**config.mk**
```make
export PLATFORM = sky130hd
export DESIGN_NAME = ccnb_element_encoder_flat
export DESIGN_NICKNAME = d
export VERILOG_FILES = /design/src/sv/ccnb_pkg.sv /design/src/sv/ccnb_chan_if.sv /design/src/sv/ccnb_element_encoder.sv /design/src/flat_wrapper.sv
export VERILOG_INCLUDE_DIRS = /design/src /design/src/sv
export SDC_FILE = /design/constraint.sdc
export NUM_CORES = 1
export LEC_CHECK = 0
export ABC_AREA = 0
export BUFFER_PORTS_ARGS = -buffer_cell sky130_fd_sc_hd__buf_2
export CORE_MARGIN = 5
export CORE_UTILIZATION = 59
export CTS_CLUSTER_DIAMETER = 50
export CTS_CLUSTER_SIZE = 16
export DETAILED_ROUTE_END_ITERATION = 6
export GPL_TIMING_DRIVEN = 0
export PLACE_DENSITY = 0.83
export SYNTH_ARGS = -nofsm -noshare
export SYNTH_HDL_FRONTEND = slang
export SYNTH_SLANG_ARGS = --single-unit
export TNS_END_PERCENT = 1
```
**constraint.sdc**
```tcl
create_clock -name clock -period 11 [get_ports clock]
set_clock_uncertainty 0.1 [all_clocks]
set_input_delay 1.65 -clock clock [delete_from_list [all_inputs] [get_ports clock]]
set_output_delay 1.65 -clock clock [all_outputs]
set_load 0.1 [all_outputs]
```
**src/sv/ccnb_element_encoder_defines.svh**
```systemverilog
// Assertion macros for the CCNb element encoder.
// Included by the RTL files that carry concurrent assertions; no other dependencies.
// Defining ASSERT_OFF removes every assertion.
`ifndef CCNB_ELEMENT_ENCODER_DEFINES_SVH
`define CCNB_ELEMENT_ENCODER_DEFINES_SVH

`ifndef ASSERT_OFF

// Checked on every clock edge outside of reset.
`define CCNB_ASSERT(lbl, clk, rst, prop, msg) \
   lbl: assert property (@(posedge clk) disable iff (rst) prop) \
      else $error(msg);

// Checked on every clock edge, reset included.
`define CCNB_ASSERT_ALWAYS(lbl, clk, prop, msg) \
   lbl: assert property (@(posedge clk) prop) \
      else $error(msg);

`else

`define CCNB_ASSERT(lbl, clk, rst, prop, msg)
`define CCNB_ASSERT_ALWAYS(lbl, clk, prop, msg)

`endif

`endif

```
**src/sv/ccnb_pkg.sv**
```systemverilog
// Shared types and constants of the CCNb element encoder.
// No dependencies; used by the encoder and its testbench.
`default_nettype none

package ccnb_pkg;

   // Command codes of an input item.
   localparam logic [2:0] CMD_TAG_HDR  = 3'd0;
   localparam logic [2:0] CMD_BLOB_HDR = 3'd1;
   localparam logic [2:0] CMD_DATA     = 3'd2;
   localparam logic [2:0] CMD_END      = 3'd3;
   localparam logic [2:0] CMD_INT_ELEM = 3'd4;

   localparam logic [2:0] BLOB_TYPE_RESET = 3'd5;
   localparam logic [7:0] END_BYTE        = 8'h00;

   typedef struct packed {
      logic [2:0]  command;
      logic [31:0] number;
      logic [2:0]  tag_type;
      logic [31:0] int_value;
      logic [2:0]  byte_count;
      logic [7:0]  data_byte;
   } req_payload_type;

   typedef struct packed {
      logic [7:0] out_byte;
      logic       last;
   } rsp_payload_type;

endpackage

`default_nettype wire

```
**src/sv/ccnb_chan_if.sv**
```systemverilog
// Valid/ready channel carrying one payload item per handshake.
// The payload type is a parameter; the instances take their types from ccnb_pkg.
`default_nettype none

interface ccnb_chan_if #(
   parameter type payload_type = logic
);
   logic        valid;
   logic        ready;
   payload_type payload;

   modport source (output valid, output payload, input ready);
   modport sink   (input valid, input payload, output ready);
endinterface

`default_nettype wire

```
**src/sv/ccnb_element_encoder.sv**
```systemverilog
// CCNb element encoder: a command in, its wire bytes out, one byte per cycle unless stalled.
// An accepted item is stored, and its first byte enters the output register once it is free.
// Throughput: one byte per cycle unless stalled; an item holds the sequencer until all its
//   bytes, 1 to MAX_INT_BYTES + 7 (11 at the default), leave by the single output byte lane.
// Unused command codes are accepted and dropped; they emit nothing.
// Reset (synchronous): both stages empty, blob type code back to 5.
`default_nettype none
`include "ccnb_element_encoder_defines.svh"

module ccnb_element_encoder
   import ccnb_pkg::*;
#(
   parameter int MAX_INT_BYTES = 4
) (
   input  wire logic       clock,
   input  wire logic       reset,
   ccnb_chan_if.sink       req_chan,
   ccnb_chan_if.source     rsp_chan,
   input  wire logic       csr_write_enable,
   input  wire logic [2:0] csr_write_data
);

   // Width of a clamped value byte count (1 .. MAX_INT_BYTES).
   localparam int NB_W = $clog2(MAX_INT_BYTES + 1);
   // Width of the byte index within one item; the longest item has MAX_INT_BYTES + 7 bytes.
   localparam int IDX_W = $clog2(MAX_INT_BYTES + 8);
   localparam logic [NB_W-1:0] NB_MAX = NB_W'(MAX_INT_BYTES);

   // ---------------------------------------------------------------------------------------
   // Configuration register. The user must write it only while the block is idle (the block
   // does not enforce this), so the sequencer may read it while an item is being emitted.
   // ---------------------------------------------------------------------------------------
   logic [2:0] blob_type_ff, blob_type_in;

   always_comb begin
      blob_type_in = blob_type_ff;
      if (csr_write_enable) begin
         blob_type_in = csr_write_data;
      end
   end

   always_ff @(posedge clock) begin
      if (reset) begin
         blob_type_ff <= BLOB_TYPE_RESET;
      end else begin
         blob_type_ff <= blob_type_in;
      end
   end

   // ---------------------------------------------------------------------------------------
   // Input side. Two small figures are computed while the item is taken in and stored with
   // it: the count of 7-bit high groups of the header number up to the highest nonzero one,
   // and the value byte count of an integer element after the automatic length and the clamp.
   // ---------------------------------------------------------------------------------------
   req_payload_type item_ff, item_in;
   logic            hold_valid_ff, hold_valid_in;
   logic [2:0]      grp_cnt_ff, grp_cnt_in;
   logic [NB_W-1:0] nb_ff, nb_in;
   logic [IDX_W-1:0] idx_ff, idx_in;

   logic            req_ready;
   logic            req_accept;
   logic            cmd_known;
   logic [27:0]     req_rest;
   logic [2:0]      hi_len;
   logic [3:0]      req_len;

   assign req_accept = req_chan.valid && req_ready;
   assign cmd_known  = (req_chan.payload.command <= CMD_INT_ELEM);
   assign req_rest   = req_chan.payload.number[31:4];

   always_comb begin
      // Header groups are emitted from the highest nonzero one down.
      if (req_rest[27:21] != 7'd0) begin
         grp_cnt_in = 3'd4;
      end else if (req_rest[20:14] != 7'd0) begin
         grp_cnt_in = 3'd3;
      end else if (req_rest[13:7] != 7'd0) begin
         grp_cnt_in = 3'd2;
      end else if (req_rest[6:0] != 7'd0) begin
         grp_cnt_in = 3'd1;
      end else begin
         grp_cnt_in = 3'd0;
      end

      // Minimal length of the value; a zero value still takes one byte.
      if (req_chan.payload.int_value[31:24] != 8'd0) begin
         hi_len = 3'd4;
      end else if (req_chan.payload.int_value[23:16] != 8'd0) begin
         hi_len = 3'd3;
      end else if (req_chan.payload.int_value[15:8] != 8'd0) begin
         hi_len = 3'd2;
      end else begin
         hi_len = 3'd1;
      end

      if (req_chan.payload.byte_count == 3'd0) begin
         req_len = {1'b0, hi_len};
      end else begin
         req_len = {1'b0, req_chan.payload.byte_count};
      end

      if (req_len > 4'(MAX_INT_BYTES)) begin
         nb_in = NB_MAX;
      end else begin
         nb_in = NB_W'(req_len);
      end
   end

   // ---------------------------------------------------------------------------------------
   // Byte sequencer. The stored item and the byte index select the current byte with a few
   // compares and multiplexers; the index steps each time a byte enters the output register.
   // ---------------------------------------------------------------------------------------
   logic             out_free;
   logic             emit;
   logic             is_last;
   logic [IDX_W-1:0] hdr_len;
   logic [IDX_W-1:0] total_len;
   logic [IDX_W-1:0] val_end;
   logic [IDX_W-1:0] val_pos;
   logic [1:0]       grp_sel;
   logic [2:0]       hdr_type;
   logic [7:0]       hdr_byte;
   logic [7:0]       blob_byte;
   logic [7:0]       val_byte;
   logic [31:0]      val_shift;
   logic [7:0]       cur_byte;

   // Output register state, read by the sequencer to tell whether a byte can move on.
   logic       rsp_valid_ff, rsp_valid_in;
   logic [7:0] rsp_byte_ff, rsp_byte_in;
   logic       rsp_last_ff, rsp_last_in;

   assign hdr_len = IDX_W'(grp_cnt_ff) + IDX_W'(1);
   // Index one past the last value byte of an integer element.
   assign val_end = hdr_len + IDX_W'(1) + IDX_W'(nb_ff);

   always_comb begin
      unique case (item_ff.command) inside
         CMD_TAG_HDR, CMD_BLOB_HDR: total_len = hdr_len;
         CMD_INT_ELEM:              total_len = val_end + IDX_W'(1);
         default:                   total_len = IDX_W'(1);
      endcase
   end

   assign is_last  = (idx_ff == total_len - IDX_W'(1));
   assign out_free = !rsp_valid_ff || rsp_chan.ready;
   assign emit     = hold_valid_ff && out_free;
   // A new item enters as soon as the current one hands over its last byte.
   assign req_ready = !hold_valid_ff || (emit && is_last);
   assign req_chan.ready = req_ready;

   always_comb begin
      hdr_type = (item_ff.command == CMD_BLOB_HDR) ? blob_type_ff : item_ff.tag_type;
      // Group counted from the low end; only meaningful while idx_ff < grp_cnt_ff.
      grp_sel  = 2'(grp_cnt_ff - 3'd1 - 3'(idx_ff));
      if (idx_ff < IDX_W'(grp_cnt_ff)) begin
         case (grp_sel)
            2'd0:    hdr_byte = {1'b0, item_ff.number[10:4]};
            2'd1:    hdr_byte = {1'b0, item_ff.number[17:11]};
            2'd2:    hdr_byte = {1'b0, item_ff.number[24:18]};
            default: hdr_byte = {1'b0, item_ff.number[31:25]};
         endcase
      end else begin
         hdr_byte = {1'b1, item_ff.number[3:0], hdr_type};
      end

      // The byte count never exceeds MAX_INT_BYTES, so below 16 its blob header is a single byte.
      blob_byte = {1'b1, 4'(nb_ff), blob_type_ff};

      // Value bytes go out big endian; positions above the 32-bit value read as zero.
      val_pos   = val_end - IDX_W'(1) - idx_ff;
      val_shift = item_ff.int_value >> {val_pos[1:0], 3'b000};
      if (val_pos < IDX_W'(4)) begin
         val_byte = val_shift[7:0];
      end else begin
         val_byte = 8'h00;
      end

      unique case (item_ff.command) inside
         CMD_TAG_HDR, CMD_BLOB_HDR: begin
            cur_byte = hdr_byte;
         end
         CMD_DATA: begin
            cur_byte = item_ff.data_byte;
         end
         CMD_INT_ELEM: begin
            if (idx_ff < hdr_len) begin
               cur_byte = hdr_byte;
            end else if (idx_ff == hdr_len) begin
               cur_byte = blob_byte;
            end else if (idx_ff < val_end) begin
               cur_byte = val_byte;
            end else begin
               cur_byte = END_BYTE;
            end
         end
         default: begin
            cur_byte = END_BYTE;
         end
      endcase
   end

   always_comb begin
      hold_valid_in = hold_valid_ff;
      idx_in        = idx_ff;
      item_in       = item_ff;
      if (req_accept) begin
         // Unused command codes are dropped here and never occupy the sequencer.
         hold_valid_in = cmd_known;
         idx_in        = '0;
         item_in       = req_chan.payload;
      end else if (emit) begin
         if (is_last) begin
            hold_valid_in = 1'b0;
         end
         idx_in = idx_ff + IDX_W'(1);
      end
   end

   always_ff @(posedge clock) begin
      if (reset) begin
         hold_valid_ff <= 1'b0;
         idx_ff        <= '0;
      end else begin
         hold_valid_ff <= hold_valid_in;
         idx_ff        <= idx_in;
      end
   end

   always_ff @(posedge clock) begin
      if (req_accept) begin
         item_ff    <= item_in;
         grp_cnt_ff <= grp_cnt_in;
         nb_ff      <= nb_in;
      end
   end

   // ---------------------------------------------------------------------------------------
   // Output register. It separates the sequencer from the consumer: while a byte is stalled,
   // a new item can still be taken in while the sequencer is empty, but then it waits there.
   // ---------------------------------------------------------------------------------------
   always_comb begin
      rsp_valid_in = rsp_valid_ff;
      rsp_byte_in  = rsp_byte_ff;
      rsp_last_in  = rsp_last_ff;
      if (out_free) begin
         rsp_valid_in = emit;
         rsp_byte_in  = cur_byte;
         rsp_last_in  = is_last;
      end
   end

   always_ff @(posedge clock) begin
      if (reset) begin
         rsp_valid_ff <= 1'b0;
      end else begin
         rsp_valid_ff <= rsp_valid_in;
      end
   end

   always_ff @(posedge clock) begin
      rsp_byte_ff <= rsp_byte_in;
      rsp_last_ff <= rsp_last_in;
   end

   assign rsp_chan.valid            = rsp_valid_ff;
   assign rsp_chan.payload.out_byte = rsp_byte_ff;
   assign rsp_chan.payload.last     = rsp_last_ff;

   // ---------------------------------------------------------------------------------------
   // Assertions.
   // ---------------------------------------------------------------------------------------
   `CCNB_ASSERT_ALWAYS(a_reset_empty, clock, reset |=> !hold_valid_ff && !rsp_valid_ff, "reset left a stage full")
   `CCNB_ASSERT(a_idx_in_range, clock, reset, hold_valid_ff |-> idx_ff < total_len, "byte index ran past the item")
   `CCNB_ASSERT(a_stall_holds, clock, reset, hold_valid_ff && !out_free |=> hold_valid_ff && $stable(idx_ff), "sequencer moved while the output was stalled")
   `CCNB_ASSERT(a_known_cmd_loads, clock, reset, req_accept && cmd_known |=> hold_valid_ff && idx_ff == '0, "accepted command did not start at its first byte")

endmodule

`default_nettype wire

```
**src/flat_wrapper.sv**
```systemverilog
// flat-port wrapper written by rule: the top's interface ports become plain ports
module ccnb_element_encoder_flat import ccnb_pkg::*;
#(
   parameter int MAX_INT_BYTES = 4
)
  (clock, reset, csr_write_enable, csr_write_data, req_chan_valid, req_chan_payload, req_chan_ready, rsp_chan_valid, rsp_chan_payload, rsp_chan_ready);
  ccnb_chan_if #(.payload_type(req_payload_type)) req_chan_i ();
  ccnb_chan_if #(.payload_type(rsp_payload_type)) rsp_chan_i ();
  input  wire logic clock;
  input  wire logic reset;
  input  wire logic csr_write_enable;
  input  wire logic [2:0] csr_write_data;
  input wire logic [$bits(req_chan_i.valid)-1:0] req_chan_valid;
  input wire logic [$bits(req_chan_i.payload)-1:0] req_chan_payload;
  output wire logic [$bits(req_chan_i.ready)-1:0] req_chan_ready;
  output wire logic [$bits(rsp_chan_i.valid)-1:0] rsp_chan_valid;
  output wire logic [$bits(rsp_chan_i.payload)-1:0] rsp_chan_payload;
  input wire logic [$bits(rsp_chan_i.ready)-1:0] rsp_chan_ready;
  assign req_chan_i.valid = req_chan_valid;
  assign req_chan_i.payload = req_chan_payload;
  assign req_chan_ready = req_chan_i.ready;
  assign rsp_chan_valid = rsp_chan_i.valid;
  assign rsp_chan_payload = rsp_chan_i.payload;
  assign rsp_chan_i.ready = rsp_chan_ready;
  ccnb_element_encoder #(.MAX_INT_BYTES(MAX_INT_BYTES)) u_core (.clock(clock), .reset(reset), .req_chan(req_chan_i), .rsp_chan(rsp_chan_i), .csr_write_enable(csr_write_enable), .csr_write_data(csr_write_data));
endmodule
```
==> impl_metrics.yaml <==
critical_path:
  worst_path_max_delay_cell: "edfxtp_1"
  timing.rr.start: "u_core.grp_cnt_ff[0]"
  end_kind: "output pin"
  crit_family: "compound AO/OA/AOI/OAI gates"
  worstReg2RegEnd: "u_core.item_ff[27]"
  ff2ff_setup_slack_ns: 6.66
  startpoint_type: "flop"
  critical_path_required_ns: 9.25
  worstPathBufferInverterCount: 2
  critPathMostFrequentCell: "ha_1"
  worstPathArrival_ns: 3.99
  r2r.worst_path.cells: 11
  critPathKind: "reg2out"
  worstPathCellList: "ha_1 > xnor2_1 > inv_1 > ha_1 > a21o_1 > a211o_1 > a2111oi_0 > and3b_4 > xnor2_4 > a31o_1 > buf_2"
  max_stage_delay_ns: 0.53
  path_max_fanout: 8
sta:
  finalHoldViolations: 0
  final-max-slew-violation-count: 0
  period_share_pct: 52.21
  fmax_mhz: 174.1
  finalCriticalPeriod_ns: 5.744
  setup_repair_after_global_routing_missed_its_margin: "false"
  timing.hold.ws_ns: 0.4725
  worst_slack_ns: 5.256
  worstMarginPinSlew_ns: 0.8845
  setup_viol_count_final: 0
  timing.slew.headroom_pct: 40.58
  fin_tns_setup_ns: 0
pwr:
  sw_frac_of_total_pct: 42.29
  comb_power_share_pct: 55.2
  cellLeakagePower_nw: 2.266
  power_frac_clock_pct: 11.3
  max-vdd-ir-drop_v: 0.0001525
  cellPowerDensity_nw_per_um2: 367.6
  p_seq_share_pct: 33.5
  cellInternalPower_mw: 1.223
  power_switching_mw: 0.8967
clock_network:
  clock_sinks: 102
  root_buffer_cell: "clkbuf_8"
  numCtsBuffers: 9
  htreeDepth: 3
  cts_buffer_depth: 2
  post_cts_hold_buffer_count: 0
  cts_post_setup_buffers_inserted: 0
  tritoncts: "built"
  clk_transition_reported_paths_ns: 0.10
  worst_skew_pair.late_latency_ns: 0.36
  cts_resized: 0
floorplanning:
  die_height_microns: 101.1
  site_rows: 33
  initial_core_util_pct: 59.95
  dieArea_sq_um: 10230
  design.core.area_sq_um: 8175
  ios: 100
  die_width_microns: 101.1
run_status:
  run_status: "finished clean"
routing:
  drt-pass1-iter-count: 4
  via_per_inst: 5.657
  drtAntennaViolNets: 0
  detailedRoute.firstIterationViolations: 206
  routed_wl_microns: 10140
  drt-wirelength-per-cell_microns: 18.10
  vias: 3168
  post-route-drc-count: 0
min_path:
  worstHoldStart: "u_core.item_ff[5]"
  timing.hold.worst.class: "reg2reg"
  worst_hold_path.num_cells: 2
  worst_hold_path.endpoint: "u_core.rsp_byte_ff[5]"
synthesis:
  synth_edf_count: 93
  mappedNetlistNets: 452
  synth.cell_area_sq_um: 4901
  synth_async_sr_flop_share_pct: 0
  synth.ff_latch_count: 102
  postSynthCellCount: 339
  avgSynthCellArea_sq_um: 14.46
  ys_types: 58
  ys_seq_area_share_pct: 60.66
  synth_ff_type: "edfxtp_1"
  synth.yosys.warnings: 0
grt:
  grt.overflow.total: 0
  first_global_vias: 3209
  grt_max_degree: 68
  grt_antenna_before_repair: 0
  grt_pass1_wl_microns: 16070
  gr-usage-all-layers_pct: 20.84
cells_and_area:
  fillCellCount: 539
  syn2layout_area_growth_pct: 17.69
  antenna-diode-count: 0
  final_layout_size_suffix_gt1_share_pct: 31.87
  nNetsFinal: 563
placed_design:
  place_worst_setup_slack_ns: 5.667
  detailedPlacementHpwl_microns: 7756
  gp_congestion: 0.9190
  placement.io_buffers: 99
job:
  maxCapViolCount: 0
[routing by layer]
| layer | global-route usage (%) | vias to the layer above | share of wire [%] |
|---|---|---|---|
| met4 | 6.442 | 0 | 1.3 |
| li1 | - | 1535 | - |
| met3 | 5.028 | 10 | 6.5 |
| met1 | 28.37 | 1513 | 43 |
| met2 | 33.55 | 110 | 49 |
| met5 | 0 | - | 0 |
[cell type report]
type	count	area [sq um]	area share, %
sequential	102	2973	51.54
multi-input combinational	210	1827	31.67
timing repair buffer	100	523.0	9.067
tap	105	131.4	2.278
clock buffer	10	127.6	2.213
clock inverter	6	76.32	1.323
inverter	17	63.81	1.106
buffer	10	46.29	0.8026
[worst register-to-register path, delay by kind of cell, from the launching register on]
kind,cells,cell delay (ns)
flip-flops,1,0.53
AND/OR/NAND/NOR,3,0.76
AO/OA/AOI/OAI,2,0.50
buffers and inverters,1,0.31
adder cells (fa/ha/maj),4,1.64
XOR/XNOR,1,0.14
[synthesized netlist by cell type (all sizes together), types with 4 or more instances]
| master | count | area share, % |
|---|---|---|
| a21oi | 10 | 1.1 |
| and3b | 4 | 0.87 |
| buf | 4 | 0.48 |
| clkbuf | 6 | 0.46 |
| dfxtp | 9 | 3.7 |
| edfxtp | 93 | 57 |
| ha | 22 | 5.6 |
| inv | 17 | 1.3 |
| mux2i | 8 | 1.6 |
| mux4 | 15 | 6.9 |
| nand2 | 39 | 3.0 |
| nand3 | 4 | 0.41 |
| nor2 | 6 | 0.46 |
| nor2b | 8 | 1.0 |
| nor3 | 5 | 0.61 |
| nor4 | 9 | 1.1 |
| o211ai | 7 | 1.1 |
| o21ai | 9 | 0.92 |
| o31ai | 6 | 0.92 |
| xnor2 | 12 | 2.9 |
[kinds of logic after synthesis]
group | Yosys count | synth area share, %
DFF | 102 | 60.66
xor gates and xnor gates | 15 | 3.880
muxes | 24 | 8.757
buffers and inverters | 27 | 2.246
adders and majority gates | 24 | 6.433
and+or+nand+nor | 93 | 10.14
AOI/OAI and AO/OA | 54 | 7.889
[worst max-delay path by stage]
stage / from / slack [ns] / depth (start not counted) / to
final: u_core.grp_cnt_ff[0] / 5.26 / 11 / req_chan_ready
after global routing: u_core.grp_cnt_ff[0] / 5.00 / 11 / req_chan_ready
after CTS: u_core.grp_cnt_ff[0] / 5.24 / 11 / req_chan_ready
after detailed placement: u_core.grp_cnt_ff[0] / 5.67 / 11 / req_chan_ready
after global placement: u_core.grp_cnt_ff[0] / 4.70 / 10 / u_core.item_ff[37]
after floorplan: u_core.grp_cnt_ff[0] / 5.66 / 10 / u_core.grp_cnt_ff[0]
[flip-flops by register name (all words and copies together), names as in the netlist]
register,flops
u_core.blob_type_ff,3
u_core.nb_ff,3
u_core.rsp_chan.valid,1
u_core.rsp_last_ff,1
u_core.hold_valid_ff,1
u_core.rsp_byte_ff,8
u_core.item_ff,78
u_core.idx_ff,4
u_core.grp_cnt_ff,3
[through the flow]
stage          total power, mW  area (sq um)  utilization (%)  cells
2_1_floorplan            1.598          4901                -    339
3_3_place_gp             1.842          5528            67.62    543
3_5_place_dp             1.886          5564            68.06    544
4_1_cts                  2.133          5768            70.55    560
5_1_grt                  2.269          5768            70.55    560
6_report                 2.120          5768            70.55    560
[power by group through the flow]
stage / logic, mW / clock network, mW / registers (mW)
6_report: 1.17 / 0.240 / 0.710
5_1_grt: 1.28 / 0.260 / 0.724
4_1_cts: 1.18 / 0.246 / 0.711
3_5_place_dp: 1.17 / 0 / 0.717
3_3_place_gp: 1.11 / 0 / 0.732
2_1_floorplan: 0.800 / 0 / 0.799
[cells in the final DEF (no fill, tap or decap), types with 2 or more instances in the layout]
cell type	Yosys	layout
clkinv_4	0	2
o22ai_1	2	2
xnor2_1	10	10
xnor2_4	2	2
nor4_1	9	9
clkbuf_8	0	9
o211ai_1	7	7
o31ai_1	6	6
o21ai_0	6	6
inv_1	16	16
inv_6	0	2
clkbuf_1	6	7
a21o_1	3	3
or4_1	3	3
a21oi_1	9	9
a211o_1	3	3
o21a_1	3	3
buf_2	1	100
nor3_1	4	4
nor3b_1	2	2
o21ai_1	3	3
and3b_4	2	2
nor2b_1	8	8
mux2i_1	8	8
buf_4	2	2
nand2_1	39	39
and3b_1	2	2
nand2b_1	3	3
and3_1	2	2
nand4_1	2	2
dfxtp_1	9	9
edfxtp_1	93	93
or3b_1	2	2
nor2_1	6	6
mux4_2	15	15
ha_1	22	22
fa_1	2	2
nand3_1	4	4
Power figures use the tool's default switching activity.
